==> src/rtl/core/etf_pkg.sv <==
package etf_pkg;

   localparam int TAG_WORD_CHARS = 8;
   localparam int TAG_LEN_W = $clog2(TAG_WORD_CHARS + 2);
   localparam int QUEUE_DEPTH = 4;
   localparam int QUEUE_PTR_W = $clog2(QUEUE_DEPTH);
   localparam int QUEUE_CNT_W = $clog2(QUEUE_DEPTH + 1);

   typedef logic [TAG_WORD_CHARS-1:0][7:0] tag_word_type;

   localparam logic [7:0] CHAR_LT    = 8'h3C;
   localparam logic [7:0] CHAR_GT    = 8'h3E;
   localparam logic [7:0] CHAR_CR    = 8'h0D;
   localparam logic [7:0] CHAR_LF    = 8'h0A;
   localparam logic [7:0] CHAR_TAB   = 8'h09;
   localparam logic [7:0] CHAR_VT    = 8'h0B;
   localparam logic [7:0] CHAR_FF    = 8'h0C;
   localparam logic [7:0] CHAR_SPACE = 8'h20;
   localparam logic [7:0] CHAR_UPPER_A = 8'h41;
   localparam logic [7:0] CHAR_UPPER_Z = 8'h5A;
   localparam logic [7:0] CASE_OFFSET  = 8'h20;

   // tag words shift in from the right, so a name is its string zero-extended
   localparam tag_word_type WORD_PARAM  = {{(TAG_WORD_CHARS - 5) * 8{1'b0}}, "param"};
   localparam tag_word_type WORD_NOFILL = {{(TAG_WORD_CHARS - 6) * 8{1'b0}}, "nofill"};
   localparam tag_word_type WORD_ENDFILL = {{(TAG_WORD_CHARS - 7) * 8{1'b0}}, "/nofill"};
   localparam logic [TAG_LEN_W-1:0] LEN_PARAM   = TAG_LEN_W'(5);
   localparam logic [TAG_LEN_W-1:0] LEN_NOFILL  = TAG_LEN_W'(6);
   localparam logic [TAG_LEN_W-1:0] LEN_ENDFILL = TAG_LEN_W'(7);

   // closing text, character 0 at the top byte
   localparam logic [7:0][7:0] CLOSE_TEXT = "</param>";

   typedef struct packed {
      logic [1:0] count;
      logic [7:0] first_char;
      logic [7:0] second_char;
   } result_type;

   function automatic logic is_blank(input logic [7:0] c);
      return c == CHAR_SPACE || c == CHAR_TAB || c == CHAR_LF ||
             c == CHAR_VT || c == CHAR_FF || c == CHAR_CR;
   endfunction

endpackage

==> src/rtl/core/etf_parser.sv <==
module etf_parser
   import etf_pkg::*;
(
   input  logic       clock,
   input  logic       reset,
   input  logic       accept,
   input  logic [7:0] in_byte,
   output result_type result
);

   typedef enum logic [1:0] {
      MODE_TEXT  = 2'd0,
      MODE_TAG   = 2'd1,
      MODE_PARAM = 2'd2
   } mode_type;

   mode_type               mode_ff, mode_in;
   logic                   no_fill_ff, no_fill_in;
   logic                   after_nl_ff, after_nl_in;
   logic                   space_ff, space_in;
   logic                   cr_seen_ff, cr_seen_in;
   tag_word_type           word_ff, word_in;
   logic [TAG_LEN_W-1:0]   len_ff, len_in;
   logic                   ended_ff, ended_in;
   logic [2:0]             close_pos_ff, close_pos_in;
   logic [7:0]             lower;
   logic                   line_end;

   always_comb begin
      lower = in_byte;
      if (in_byte >= CHAR_UPPER_A && in_byte <= CHAR_UPPER_Z) begin
         lower = in_byte + CASE_OFFSET;
      end
   end

   always_comb begin
      mode_in      = mode_ff;
      no_fill_in   = no_fill_ff;
      after_nl_in  = after_nl_ff;
      space_in     = space_ff;
      cr_seen_in   = 1'b0;
      word_in      = word_ff;
      len_in       = len_ff;
      ended_in     = ended_ff;
      close_pos_in = close_pos_ff;
      line_end     = 1'b0;
      result       = '0;
      case (mode_ff)
         MODE_TAG: begin
            if (in_byte == CHAR_GT) begin
               mode_in = MODE_TEXT;
               if (!ended_ff && len_ff == LEN_PARAM && word_ff == WORD_PARAM) begin
                  mode_in      = MODE_PARAM;
                  close_pos_in = '0;
               end else if (len_ff == LEN_NOFILL && word_ff == WORD_NOFILL) begin
                  no_fill_in = 1'b1;
               end else if (len_ff == LEN_ENDFILL && word_ff == WORD_ENDFILL) begin
                  no_fill_in = 1'b0;
               end
            end else if (is_blank(in_byte)) begin
               ended_in = 1'b1;
            end else if (!ended_ff) begin
               if (len_ff < TAG_LEN_W'(TAG_WORD_CHARS)) begin
                  word_in = {word_ff[TAG_WORD_CHARS-2:0], lower};
                  len_in  = len_ff + 1'b1;
               end else begin
                  len_in = TAG_LEN_W'(TAG_WORD_CHARS + 1);
               end
            end
         end
         MODE_PARAM: begin
            if (in_byte == CLOSE_TEXT[3'd7 - close_pos_ff]) begin
               close_pos_in = close_pos_ff + 1'b1;
               if (close_pos_ff == 3'd7) begin
                  mode_in = MODE_TEXT;
               end
            end else begin
               close_pos_in = (in_byte == CHAR_LT) ? 3'd1 : 3'd0;
            end
         end
         default: begin
            if (in_byte == CHAR_LT) begin
               mode_in  = MODE_TAG;
               word_in  = '0;
               len_in   = '0;
               ended_in = 1'b0;
            end else if (in_byte == CHAR_CR) begin
               line_end   = 1'b1;
               cr_seen_in = 1'b1;
            end else if (in_byte == CHAR_LF) begin
               line_end = !cr_seen_ff;
            end else begin
               after_nl_in = 1'b0;
               if (!no_fill_ff && space_ff) begin
                  space_in           = 1'b0;
                  result.count       = 2'd2;
                  result.first_char  = CHAR_SPACE;
                  result.second_char = in_byte;
               end else begin
                  result.count      = 2'd1;
                  result.first_char = in_byte;
               end
            end
            if (line_end) begin
               after_nl_in = 1'b1;
               if (!no_fill_ff && !after_nl_ff) begin
                  space_in = 1'b1;
               end else begin
                  if (!no_fill_ff) begin
                     space_in = 1'b0;
                  end
                  result.count      = 2'd1;
                  result.first_char = CHAR_LF;
               end
            end
         end
      endcase
   end

   always_ff @(posedge clock) begin
      if (reset) begin
         mode_ff      <= MODE_TEXT;
         no_fill_ff   <= 1'b0;
         after_nl_ff  <= 1'b1;
         space_ff     <= 1'b0;
         cr_seen_ff   <= 1'b0;
         word_ff      <= '0;
         len_ff       <= '0;
         ended_ff     <= 1'b0;
         close_pos_ff <= '0;
      end else if (accept) begin
         mode_ff      <= mode_in;
         no_fill_ff   <= no_fill_in;
         after_nl_ff  <= after_nl_in;
         space_ff     <= space_in;
         cr_seen_ff   <= cr_seen_in;
         word_ff      <= word_in;
         len_ff       <= len_in;
         ended_ff     <= ended_in;
         close_pos_ff <= close_pos_in;
      end
   end

   // two results only ever come from a space put in front of a text byte
   a_pair_is_space: assert property (@(posedge clock) disable iff (reset)
      result.count == 2'd2 |-> result.first_char == CHAR_SPACE && !no_fill_ff)
      else $error("pair without leading space");

   a_tag_silent: assert property (@(posedge clock) disable iff (reset)
      mode_ff != MODE_TEXT |-> result.count == 2'd0)
      else $error("result from inside a tag");

   a_len_bound: assert property (@(posedge clock) disable iff (reset)
      len_ff <= TAG_LEN_W'(TAG_WORD_CHARS + 1))
      else $error("tag word length out of range");

endmodule

==> src/rtl/core/etf_rsp_queue.sv <==
module etf_rsp_queue
   import etf_pkg::*;
(
   input  logic       clock,
   input  logic       reset,
   input  logic       push,
   input  result_type result,
   output logic       has_room,
   output logic       rsp_valid,
   input  logic       rsp_ready,
   output logic [7:0] rsp_out_byte,
   output logic       rsp_last_of_run
);

   logic [QUEUE_DEPTH-1:0][7:0] char_ff;
   logic [QUEUE_DEPTH-1:0]      last_ff;
   logic [QUEUE_PTR_W-1:0]      wr_ptr_ff, rd_ptr_ff;
   logic [QUEUE_CNT_W-1:0]      count_ff, count_in;
   logic [QUEUE_PTR_W-1:0]      wr_next;
   logic [1:0]                  push_cnt;
   logic                        pop;

   assign push_cnt        = push ? result.count : 2'd0;
   assign pop             = rsp_valid && rsp_ready;
   assign rsp_valid       = count_ff != '0;
   assign rsp_out_byte    = char_ff[rd_ptr_ff];
   assign rsp_last_of_run = last_ff[rd_ptr_ff];
   assign has_room        = count_ff <= QUEUE_CNT_W'(QUEUE_DEPTH - 2);
   assign wr_next         = wr_ptr_ff + 1'b1;
   assign count_in        = count_ff + QUEUE_CNT_W'(push_cnt) - QUEUE_CNT_W'(pop);

   always_ff @(posedge clock) begin
      if (push_cnt != 2'd0) begin
         char_ff[wr_ptr_ff] <= result.first_char;
         last_ff[wr_ptr_ff] <= push_cnt == 2'd1;
      end
      if (push_cnt == 2'd2) begin
         char_ff[wr_next] <= result.second_char;
         last_ff[wr_next] <= 1'b1;
      end
   end

   always_ff @(posedge clock) begin
      if (reset) begin
         wr_ptr_ff <= '0;
         rd_ptr_ff <= '0;
         count_ff  <= '0;
      end else begin
         wr_ptr_ff <= wr_ptr_ff + QUEUE_PTR_W'(push_cnt);
         rd_ptr_ff <= rd_ptr_ff + QUEUE_PTR_W'(pop);
         count_ff  <= count_in;
      end
   end

   a_no_overflow: assert property (@(posedge clock) disable iff (reset)
      push_cnt != 2'd0 |-> count_ff <= QUEUE_CNT_W'(QUEUE_DEPTH - 2))
      else $error("push into full queue");

   a_count_bound: assert property (@(posedge clock) disable iff (reset)
      count_ff <= QUEUE_CNT_W'(QUEUE_DEPTH))
      else $error("queue count out of range");

   a_pop_only: assert property (@(posedge clock) disable iff (reset)
      pop && push_cnt == 2'd0 |=> count_ff == $past(count_ff) - 1'b1)
      else $error("queue count not decremented on pop");

endmodule

==> src/rtl/core/enriched_text_filter.sv <==
// Enriched text to plain text filter.
// req channel: one byte of enriched text per request (req_in_byte).
// rsp channel: plain-text bytes (rsp_out_byte); rsp_last_of_run marks the
// final byte caused by a request. A request may cause no byte at all (tags,
// param bodies, the first line end of a run while fill is on), one byte, or
// two bytes when a pending space goes out ahead of a text byte.
// Results are registered in the queue before they are offered on rsp.
// Throughput: one request per cycle while req_ready is high; the parser
// state updates in the cycle of acceptance and results go into a four-entry
// queue. req_ready is low while fewer than two queue entries are free, so a
// long run of spaced words is limited by the single-byte rsp port.
// Reset (synchronous) returns to text mode with fill on and empties the
// queue. When the receiver stalls, the queue holds its contents and fills;
// req_ready then drops until entries drain.
module enriched_text_filter
   import etf_pkg::*;
(
   input  logic       clock,
   input  logic       reset,
   input  logic       req_valid,
   output logic       req_ready,
   input  logic [7:0] req_in_byte,
   output logic       rsp_valid,
   input  logic       rsp_ready,
   output logic [7:0] rsp_out_byte,
   output logic       rsp_last_of_run
);

   result_type result;
   logic       accept;

   assign accept = req_valid && req_ready;

   etf_parser u_parser (
      .clock   (clock),
      .reset   (reset),
      .accept  (accept),
      .in_byte (req_in_byte),
      .result  (result)
   );

   etf_rsp_queue u_queue (
      .clock           (clock),
      .reset           (reset),
      .push            (accept),
      .result          (result),
      .has_room        (req_ready),
      .rsp_valid       (rsp_valid),
      .rsp_ready       (rsp_ready),
      .rsp_out_byte    (rsp_out_byte),
      .rsp_last_of_run (rsp_last_of_run)
   );

endmodule
==> config.mk <==
export PLATFORM = sky130hd
export DESIGN_NAME = enriched_text_filter
export DESIGN_NICKNAME = d
export VERILOG_FILES = /design/src/rtl/core/etf_pkg.sv /design/src/rtl/core/etf_parser.sv /design/src/rtl/core/etf_rsp_queue.sv /design/src/rtl/core/enriched_text_filter.sv
export SDC_FILE = /design/constraint.sdc
export NUM_CORES = 1
export LEC_CHECK = 0
export ABC_AREA = 1
export BUFFER_PORTS_ARGS = -buffer_cell sky130_fd_sc_hd__buf_2
export CORE_ASPECT_RATIO = 1.25
export CORE_MARGIN = 5
export CORE_UTILIZATION = 50
export CTS_BUF_LIST = sky130_fd_sc_hd__clkbuf_2 sky130_fd_sc_hd__clkbuf_4 sky130_fd_sc_hd__clkbuf_8
export CTS_CLUSTER_DIAMETER = 200
export DETAILED_ROUTE_END_ITERATION = 8
export PLACE_DENSITY = 0.74
export SLEW_MARGIN = 20
export SYNTH_ARGS = -nofsm -noshare
export SYNTH_HDL_FRONTEND = slang
export SYNTH_HIERARCHICAL = 1
export SYNTH_SLANG_ARGS = --single-unit
==> constraint.sdc <==
create_clock -name clock -period 2.45 [get_ports clock]
set_clock_uncertainty 0.05 [all_clocks]
set_input_delay 0.1225 -clock clock [delete_from_list [all_inputs] [get_ports clock]]
set_output_delay 0.1225 -clock clock [all_outputs]
set_load 0.01 [all_outputs]
# [Yosys cells after proc, flatten, opt, wreduce, memory -nomap -nowiden]
# Memory sizes are Yosys's and may differ from the RTL's.
# Cells that the tools add are included.
[totals] word_cells=192 reg_bits=121 mem_count=1 out_inout_bits=11 romBits=64
[memory_table] memory="(no name shown)" depth=8 width=8 read_ports=1 rd_ports_with_merged_regs=0 wr=0 line="etf_parser.sv:72" text="if (in_byte == CLOSE_TEXT[3'd7 - close_pos_ff]) begin"
[classes] n_bitwise=4 n_lt_le_gt_ge=10 muxes=77 n_eq_ne=32 n_addsub=9 reduce_logical=35
[ops] cell="64-bit 2-to-1 mux" count=5
[ops] cell="64-bit case mux with 2 select lines" count=1
[ops] cell="18-bit 2-to-1 mux" count=4
[ops] cell="32-bit bitwise mux" count=2
[ops] cell="64-bit by 39-bit equality test with 1-bit output (second input constant)" count=1
[ops] cell="64-bit by 47-bit equality test with 1-bit output (second input constant)" count=1
[ops] cell="64-bit by 54-bit equality test with 1-bit output (second input constant)" count=1
[ops] cell="32-bit 2-to-1 mux" count=2
[ops] cell="8-bit 2-to-1 mux" count=6
[ops] cell="8-bit by 4-bit equality test with 1-bit output (second input constant)" count=5
[ops] cell="8-bit demux with 2-bit select" count=2
[ops] cell="10-bit 2-to-1 mux" count=3
[ops] cell="4-bit 2-to-1 mux" count=7
[ops] cell="1-bit 2-to-1 mux" count=27
[ops] cell="8-bit by 6-bit equality test with 1-bit output (second input constant)" count=3
[ops] cell="5-bit AND reduction" count=4
[ops] cell="8-bit binary-select mux with 2-bit select" count=1
[ops] cell="4-bit by 3-bit equality test with 1-bit output (second input constant)" count=3
[ops] cell="2-bit 2-to-1 mux" count=6
[ops] cell="2-bit by 1-bit inequality test with 1-bit output (second input constant)" count=6
[ops] cell="2-bit inequality test (second input constant)" count=6
[ops] cell="1-bit logical AND" count=11
[ops] cell="2-bit by 3-bit less-than comparator with 1-bit output (second input constant)" count=3
[ops] cell="3-bit 2-to-1 mux" count=3
[ops] cell="37 further kinds" count=54

# [Depth between registers and ports, before layout]
# Gate-level depths: netlist of the first run.
[logic_depth] word_depth=15 depth_mapped=16 mapped_depth_nobuf=16

# [Hierarchy]
# Netlist of the first run, hierarchy kept.
[by_module_without_submodules] mod="etf_parser" seq_area_each_um2=1561.5 area_per_inst_um2=4092.7 cells_per_inst=627 instances=1
[by_module_without_submodules] mod="etf_rsp_queue" seq_area_each_um2=860.8 area_per_inst_um2=2534.9 cells_per_inst=350 instances=1
[by_module_without_submodules] mod="enriched_text_filter" seq_area_each_um2=0.0 area_per_inst_um2=7.5 cells_per_inst=2 instances=1

# [Least setup slack after synthesis of the first run]
# OpenSTA, ideal clock, no wires.
[synth_timing] path_kind="in2reg" start="in req_in_byte[6]" end="reg u_queue.count_ff[2]" setup_time_ps=70 cell_stages=15 arrival_time_ps=2360 setup_slack_ps=-29 cell_sequence="inv_2 nand2_1 nor2_1 nand2_1 o21ai_0 a21oi_1 nor2_1 nand2_4 xor2_1 ha_1 inv_1 fa_1 inv_1 nand2_1 a21oi_1"
[synth_rtl] item="start: declaration" line="enriched_text_filter.sv:22" text="input logic [7:0] req_in_byte,"
[synth_rtl] item="end signal: assignment" line="etf_rsp_queue.sv:51" text="count_ff <= count_in;"
[synth_rtl] item="end: declaration" line="etf_rsp_queue.sv:18" text="logic [QUEUE_CNT_W-1:0] count_ff, count_in;"

==> impl_metrics.toml, run 1 <==
[critical_path]
r2r_start = "u_parser/mode_ff[0]"
end_kind = "flip-flop"
max_stage_delay_ns = 0.56
reg2reg_slack_ns = 0.12
path_cells = "inv_1, ha_1, inv_1, nor3_2, inv_1, nor2_2, nand2_4, ha_1, fa_2, nor2_1"
arrival_ns = 2.58
crit_top_cell = "inv_1"
cp_max_fo = 4
worstPathRequired_ns = 2.70
critPathKind = "reg2reg"
cp_top_family = "adder cells"
slowest_stage = "fa_2"
cp-start-kind = "flip-flop"
cp_num_buf_inv = 3
cp-startpoint = "u_parser/mode_ff[0]"

[cts]
cts_tree = "built"
max-clock-path-buffers = 2
cts_root_buffer = "clkbuf_8"
cts_max_level = 4
clk_pin_slew_ns = 0.07
numCtsBuffers = 17
clock_sinks = 121
worstSkewPairLatency_ns = 0.43

[power]
switchingPower_mw = 2.03
power.internal_mw = 3.88
p_leak_nw = 3.22
peakVddDrop_uv = 391
switching_share_pct = 34.4
total_power_mw = 5.90
power.density_nw_per_um2 = 788
combPwrFrac_pct = 28.9
p_seq_share_pct = 41.2
pwr-share-clk_pct = 29.9

[floorplanning]
die_area_um2 = 15700
io_pins = 23
coreArea_um2 = 13100
start_util_pct = 50.6
core.rowCount = 47
die_h_um = 139
die_x_um = 113

[final_layout]
diodes = 0
drive_gt1_share_pct = 15.0
area.growth.synth_to_final_pct = 12.9
stdcell_area_um2 = 7490
fin_nets = 1043

[drt]
drc_errors = 0
firstDrtPassIters = 5
wl_per_cell_um = 13.7
drt-initial-drc-count = 426
wl_mm = 16.5
ant_nets = 0
vias = 6300
via_per_inst = 5.25

[sta]
fmax_ghz = 0.430
setup_slack_ns = 0.124
slew_violations = 0
whs_ns = 0.0708
rsz0062_at_grt = "false"
slew_headroom_pct = 62.0
tightest_slew_ns = 0.569
finalHoldViolations = 0
fin_crit_ns = 2.33
finalCritPeriodShare_pct = 95.0
setup_viol = 0
setup_tns_ns = 0

[synthesis]
synth_top_area_share_pct = 36.5
ys_types = 38
ys_top_cells_by_count = "nand2_1, nand3_1, dfxtp_1"
synthArstFlopShare_pct = 0
yosysMostFrequentCell = "nand2_1"
ys_warn_count = 6
synthFlopType = "dfxtp_1"
synth_area_leader_cell = "dfxtp_1"
synth_area_per_cell_um2 = 6.78
synth_edf_count = 0
netlist_instances = 979
synth-seq-cells = 121
synth_seq_area_share_pct = 36.5
syn-num-nets = 1005
synthesis.area_um2 = 6640
synth_area_leaders = "dfxtp_1, nand2_1, nand3_1"

[worst_hold_path]
hold_class = "in2reg"
min_from = "req_in_byte[4]"

[placement]
place_congestion = 0.868
io_buffers = 22
dp_hpwl_mm = 11.6
post-place-ws_ns = 0.0621
placed_area_um2 = 6960

[global_route]
grt_max_degree = 70
grt_use_total_pct = 21.4
grt_overflow = 0
grt_first_pass_wirelength_mm = 27.9
grt_pass1_vias = 5895
antenna_found_initial = 0

[run]
maxCapViolCount = 0

[status]
outcome = "completed"
## state kept, by name, indices dropped and copies added (netlist names), 3 cells and up
| register | flops |
|---|---|
| u_parser/close_pos_ff | 3 |
| u_parser/len_ff | 4 |
| u_parser/word_ff | 64 |
| u_queue/char_ff | 32 |
| u_queue/count_ff | 3 |
| u_queue/last_ff | 4 |
## worst min-delay path: cells and delay by family
family / cells / cell delay, ns
simple gates: 1 / 0.06
buf+inv: 2 / 0.26
compound gates: 1 / 0.05
## path summary, 6_finish.rpt
kind                                            end  cells past startpoint
worst max-delay path            u_queue/count_ff[1]                     10
worst min-delay path            u_parser/word_ff[4]                      4
worst max register to register  u_queue/count_ff[1]                     10
worst min register to register   u_queue/last_ff[1]                      2
## cells in the final DEF (no fill, tap or decap), types with 9 or more instances in the layout
cell type	count
dfxtp_1	121
o21ai_0	16
nand2_2	9
o21ai_2	20
nor2_1	92
nand3_1	142
nand4_1	14
nand3b_1	13
clkbuf_8	17
buf_4	32
a21oi_1	106
buf_2	20
nor3_1	10
ha_1	12
inv_1	105
nand2_1	222
## power by group through the flow
| stage | logic, mW | clock network [mW] | registers [mW] |
|---|---|---|---|
| final | 1.71 | 1.76 | 2.43 |
| after global routing | 1.96 | 1.89 | 2.46 |
| after CTS | 1.70 | 1.81 | 2.43 |
| after detailed placement | 1.69 | 0 | 2.48 |
| after global placement | 1.66 | 0 | 2.47 |
| after floorplan | 1.28 | 0 | 2.43 |
## layer usage
metal	global-route usage (%)	wire length (um)	up-vias
met5	0	0	-
met4	6.52	195	0
met3	3.40	616	19
met2	38.8	8730	133
met1	25.8	6930	2878
li1	-	-	3270
## cell type report
| type | count | area [um2] |
|---|---|---|
| fill | 1278 | 5620 |
| multi-input combinational | 701 | 3570 |
| sequential | 121 | 2420 |
| inverter | 116 | 449 |
| timing repair buffer | 60 | 448 |
| clock buffer | 18 | 241 |
| tap | 171 | 214 |
| clock inverter | 14 | 148 |
## repair_timing
action	4_1_cts	5_1_grt
gates resized for setup	0	26
hold buffers	4	0
endpoints found under the hold margin	5	0
setup endpoints to repair	0	31
setup buffers	0	3
## through the flow
stage	cells	util, %
after floorplan	979	-
after global placement	1162	53.1
after detailed placement	1162	53.1
after CTS	1198	56.3
after global routing	1201	57.1
final	1201	57.1
## logic make-up (layout without fill, tap and decap cells)
logic type | count (synthesis) | in the layout | synth area share [%]
AND/OR/NAND/NOR | 526 | 526 | 36.3
AO/OA/AOI/OAI | 157 | 157 | 13.2
buffers and inverters | 157 | 208 | 10.7
flip-flops | 121 | 121 | 36.5
adder cells (fa/ha/maj) | 14 | 14 | 2.75
XOR/XNOR | 4 | 4 | 0.528
(Power assumes the default switching activity.)
==> run 2, diff against run 1 <==
--- a/config.mk
+++ b/config.mk
@@ -13,7 +13,7 @@
 export CTS_BUF_LIST = sky130_fd_sc_hd__clkbuf_2 sky130_fd_sc_hd__clkbuf_4 sky130_fd_sc_hd__clkbuf_8
 export CTS_CLUSTER_DIAMETER = 200
 export DETAILED_ROUTE_END_ITERATION = 8
-export PLACE_DENSITY = 0.74
+export PLACE_DENSITY = 0.71
 export SLEW_MARGIN = 20
 export SYNTH_ARGS = -nofsm -noshare
 export SYNTH_HDL_FRONTEND = slang
==> constraint.sdc (replaced) <==
create_clock -name clock -period 2.4 [get_ports clock]
set_clock_uncertainty 0.05 [all_clocks]
set_input_delay 0.12 -clock clock [delete_from_list [all_inputs] [get_ports clock]]
set_output_delay 0.12 -clock clock [all_outputs]
set_load 0.01 [all_outputs]
==> run 2 against run 1 <==
Effect of this change: wire length up 1.6%; die area unchanged; global-route usage up 0.33 points; combinational power up 5%.
==> impl_metrics.toml, run 2 (synthesis results as in run 1) <==
[cts]
max-clock-path-buffers = 2
clk_pin_slew_ns = 0.08
clock_sinks = 121
numCtsBuffers = 17
cts_max_level = 4
cts_root_buffer = "clkbuf_8"
worstSkewPairLatency_ns = 0.44
cts_tree = "built"
post_cts_buffers = 0

[critical_path]
cp-endpoint = "u_queue/count_ff[1]"
arrival_ns = 2.53
path_cells = "inv_1, ha_1, inv_1, nor3_1, inv_1, nor2_4, nand2_4, ha_4, fa_2, nor2_1"
end_kind = "flip-flop"
critPathKind = "reg2reg"
r2r_end = "u_queue/count_ff[1]"
cp-startpoint = "u_parser/mode_ff[0]"
max_stage_delay_ns = 0.55
worstPathRequired_ns = 2.66
slowest_stage = "fa_2"
r2r_start = "u_parser/mode_ff[0]"
crit_top_cell = "inv_1"
cp-start-kind = "flip-flop"
reg2reg_depth = 10
cp_max_fo = 4
reg2reg_slack_ns = 0.14

[drt]
wl_mm = 16.7
via_per_inst = 5.28
firstDrtPassIters = 7
drc_errors = 0
ant_nets = 0
wl_per_cell_um = 13.9
vias = 6368
drt-initial-drc-count = 419

[final_layout]
area.growth.synth_to_final_pct = 13.3
stdcell_area_um2 = 7520
fin_nets = 1048
drive_gt1_share_pct = 14.1
final_common_cell = "nand2_1"
top_register = "u_parser/word_ff"
largest_reg_flops = 64
biggestRegsByFlops = "u_parser/word_ff x64, u_queue/char_ff x32"
layout_common_cells = "nand2_1, nand3_1, dfxtp_1"
diodes = 0

[floorplanning]
die_h_um = 139
core.rowCount = 47
io_pins = 23
coreArea_um2 = 13100
die_area_um2 = 15700
die_x_um = 113
start_util_pct = 50.6

[sta]
fin_crit_ns = 2.26
slew_violations = 0
slew_headroom_pct = 55.0
tightest_slew_ns = 0.672
rsz0062_at_grt = "false"
setup_tns_ns = 0
finalHoldViolations = 0
setup_viol = 0
fmax_ghz = 0.442
finalCritPeriodShare_pct = 94.3

[worst_hold_path]
hold_class = "in2reg"
worstHoldPathCells = 4

[placement]
dp_hpwl_mm = 11.6
placed_area_um2 = 7030
io_buffers = 22
place_congestion = 0.864

[global_route]
grt_first_pass_wirelength_mm = 28.3
grt_max_degree = 64
grt_pass1_vias = 6030
grt_overflow = 0
antenna_found_initial = 0
grt_use_total_pct = 21.8

[status]
outcome = "completed"

[power]
power.density_nw_per_um2 = 809
total_power_mw = 6.08
peakVddDrop_uv = 415
p_leak_nw = 3.23

[run]
maxCapViolCount = 0
==> run 2: timing repair <==
item	4_1_cts	5_1_grt
hold buffers	6	0
endpoints found under the hold margin	9	0
setup endpoints to repair	0	16
resized for setup	0	7
==> run 2: through the flow <==
step           instances  setup WS (ns)  util, %  hold WS (ns)
2_1_floorplan        979         0.0299        -         0.137
3_3_place_gp        1168        -0.0375     53.6         0.367
3_5_place_dp        1168        -0.0823     53.6         0.373
4_1_cts             1206        0.00873     57.1       0.00585
5_1_grt             1206        0.00475     57.3        0.0542
6_report            1206          0.137     57.3        0.0312
==> run 2: how the worst min path moves through the flow <==
| stage | from | endpoint | slack [ns] |
|---|---|---|---|
| finish | req_in_byte[1] | u_parser/cr_seen_ff | 0.03 |
| global route | req_in_byte[4] | u_parser/word_ff[4] | 0.05 |
| floorplan | reset | u_queue/count_ff[1] | 0.14 |
| CTS | req_in_byte[1] | u_parser/cr_seen_ff | 0.006 |
| detailed placement | req_in_byte[2] | u_parser/word_ff[2] | 0.37 |
| global placement | req_in_byte[2] | u_parser/word_ff[2] | 0.37 |
==> run 2: layout make-up <==
type | count | area (um2)
fillers | 1324 | 5600
multi-input cells | 701 | 3540
flip-flops and latches | 121 | 2420
repair buffers | 65 | 498
inverters | 116 | 449
clock buffers | 17 | 234
well taps | 171 | 214
clock inverters | 15 | 158
==> run 2: routing by layer <==
| layer | part of all wire [%] | track usage, % |
|---|---|---|
| met1 | 42 | 26.3 |
| met2 | 52 | 38.3 |
| met3 | 3.4 | 3.62 |
| met4 | 2.2 | 8.42 |
| met5 | 0 | 0 |
==> run 2: power by group <==
part	switching, mW	internal (mW)
logic	1.08	0.721
clock network	0.943	0.860
registers	0.154	2.32
==> run 2: worst max-delay path: cells and delay by family, from the launching register on <==
family / cells / cell delay, ns
adders and majority gates: 3 / 1.07
buffers and inverters: 3 / 0.22
DFF: 1 / 0.34
and+or+nand+nor: 4 / 0.46
==> run 3, diff against run 2 <==
--- a/config.mk
+++ b/config.mk
@@ -7,13 +7,15 @@
 export LEC_CHECK = 0
 export ABC_AREA = 1
 export BUFFER_PORTS_ARGS = -buffer_cell sky130_fd_sc_hd__buf_2
+export CELL_PAD_IN_SITES_DETAIL_PLACEMENT = 1
+export CELL_PAD_IN_SITES_GLOBAL_PLACEMENT = 1
 export CORE_ASPECT_RATIO = 1.25
 export CORE_MARGIN = 5
-export CORE_UTILIZATION = 50
+export CORE_UTILIZATION = 47
 export CTS_BUF_LIST = sky130_fd_sc_hd__clkbuf_2 sky130_fd_sc_hd__clkbuf_4 sky130_fd_sc_hd__clkbuf_8
 export CTS_CLUSTER_DIAMETER = 200
 export DETAILED_ROUTE_END_ITERATION = 8
-export PLACE_DENSITY = 0.71
+export PLACE_DENSITY_LB_ADDON = 0.1
 export SLEW_MARGIN = 20
 export SYNTH_ARGS = -nofsm -noshare
 export SYNTH_HDL_FRONTEND = slang
==> run 3 against run 2 <==
Effect of this change: cell area up 2.1%; setup slack worse by 0.029 ns; clock-buffer cell count is 2 higher; sequential power hardly changed; register-to-register slack worse by 0.03 ns; maximum frequency fell by 1.3%; total power increased by 6.7%; combinational power increased by 4%; flip-flop and latch count is the same; die area rose by 5.9%; hold slack got worse by 0.0015 ns; via count grew 3.7%; critical path type unchanged; highest routed layer unchanged.
==> impl_metrics.toml, run 3 (synthesis results as in run 1) <==
[cts]
clock_sinks = 121
worstSkewPairLatency_ns = 0.45
post_cts_buffers = 0
numCtsBuffers = 17
cts_tree = "built"
max-clock-path-buffers = 2
clk_pin_slew_ns = 0.07
cts_max_level = 4
cts_root_buffer = "clkbuf_8"

[critical_path]
r2r_start = "u_parser/mode_ff[0]"
reg2reg_slack_ns = 0.11
cp-start-kind = "flip-flop"
worstPathRequired_ns = 2.68
arrival_ns = 2.57
cp_max_fo = 4
r2r_end = "u_queue/count_ff[1]"
reg2reg_depth = 10
critPathKind = "reg2reg"
end_kind = "flip-flop"

[sta]
fmax_ghz = 0.436
fin_crit_ns = 2.29
setup_viol = 0
tightest_slew_ns = 0.588
finalCritPeriodShare_pct = 95.5
finalHoldViolations = 0
slew_headroom_pct = 60.7
rsz0062_at_grt = "false"
setup_slack_ns = 0.108
slew_violations = 0

[power]
peakVddDrop_uv = 416
p_leak_nw = 3.32
total_power_mw = 6.49
power.density_nw_per_um2 = 845

[drt]
drt-initial-drc-count = 399
maxUsedRoutingLayer = "met4"
firstDrtPassIters = 4
via_per_inst = 5.41
dr_wl_met2_mm = 10.8
wl_per_cell_um = 16.2
route.met3.wl_um = 422
vias = 6602
drc_errors = 0
ant_nets = 0
wl_mm = 19.7
drt-met1-wl_mm = 7.90

[final_layout]
largest_reg_flops = 64
final_common_cell = "nand2_1"
biggestRegsByFlops = "u_parser/word_ff x64, u_queue/char_ff x32"
stdcell_area_um2 = 7680
top_register = "u_parser/word_ff"
drive_gt1_share_pct = 15.3
fill_cells = 1851
diodes = 0
area.growth.synth_to_final_pct = 15.7
layout_common_cells = "nand2_1, nand3_1, dfxtp_1"
fin_nets = 1059

[global_route]
grt_first_pass_wirelength_mm = 33.1
grt_max_degree = 67
grt_overflow = 0
grt_use_total_pct = 24.9
grt_pass1_vias = 6987
antenna_found_initial = 0

[run]
maxCapViolCount = 0

[floorplanning]
coreArea_um2 = 13800
die_x_um = 116
die_h_um = 143
core.rowCount = 48
io_pins = 23
die_area_um2 = 16600
start_util_pct = 48.0

[placement]
io_buffers = 22
dp_hpwl_mm = 14.2
place_congestion = 0.841
placed_area_um2 = 7150
post-place-ws_ns = -0.198

[worst_hold_path]
min_from = "req_in_byte[1]"
worstHoldPathCells = 4
hold_class = "in2reg"
hold_end = "u_parser/cr_seen_ff"

[status]
outcome = "completed"
==> run 3: changes by cell type in the layout (fill, tap and decap cells not counted), moves of 2 or more <==
| cell | delta |
|---|---|
| inv_8 | -3 |
| inv_1 | -2 |
| clkinv_4 | -3 |
| inv_2 | +2 |
| dlygate4sd3_1 | -2 |
| nand2_2 | +2 |
| clkinv_2 | +3 |
| buf_4 | +12 |
| inv_6 | -4 |
| bufinv_16 | +4 |
==> run 3: critical path: stages (launching register included) <==
cell and delay [ns]:
dfxtp_1 0.34, inv_1 0.05, ha_1 0.31, inv_2 0.07, nor3_4 0.20, inv_2 0.07
nor2_4 0.11, nand2_4 0.06, ha_1 0.31, fa_2 0.57, nor2_1 0.04
==> run 3: cell type report <==
| class | count | area, um2 | area share (%) |
|---|---|---|---|
| clock buffers | 19 | 255 | 3.33 |
| clock inverters | 12 | 198 | 2.58 |
| inverters | 116 | 449 | 5.85 |
| multi-input cells | 701 | 3540 | 46.2 |
| flip-flops and latches | 121 | 2420 | 31.6 |
| well taps | 175 | 219 | 2.85 |
| repair buffers | 76 | 588 | 7.66 |
==> run 3: per-layer routing <==
layer,up-vias,GRT usage [%]
li1,3302,-
met1,3179,26.1
met5,-,0
met2,75,47.8
met3,46,3.86
met4,0,10.8
==> run 3: metrics by stage <==
stage                     std cells  util, %  hold slack (ns)  TNS (ns)
after global routing           1220     55.6           0.0535         0
after floorplan                 979        -            0.137         0
after CTS                      1220     55.4          0.00615         0
after detailed placement       1185     51.7            0.387    -0.455
after global placement         1185     51.7            0.383   -0.0781
final                          1220     55.6           0.0297         0
==> run 3: how the worst max path moves through the flow <==
stage	from	endpoint	slack, ns
finish	u_parser/mode_ff[0]	u_queue/count_ff[1]	0.11
global route	u_parser/mode_ff[0]	u_queue/count_ff[2]	0.006
CTS	u_parser/no_fill_ff	u_queue/count_ff[2]	0.03
detailed placement	req_in_byte[6]	u_queue/count_ff[2]	-0.20
global placement	req_in_byte[6]	u_queue/count_ff[2]	-0.06
floorplan	u_parser/mode_ff[0]	u_queue/count_ff[2]	0.03
==> run 3: what timing repair did <==
action                                 in CTS  in global routing
pin swaps                                   1                  1
resized for setup                           3                  7
setup endpoints to repair                   2                  3
hold buffers                                4                  0
endpoints found under the hold margin       5                  0
==> run 3: where the power goes <==
| part | total [mW] | internal [mW] | switching [mW] |
|---|---|---|---|
| Sequential | 2.48 | 2.33 | 0.158 |
| Clock | 2.12 | 1.27 | 0.856 |
| Combinational | 1.88 | 0.748 | 1.13 |
| Total | 6.49 | 4.34 | 2.15 |
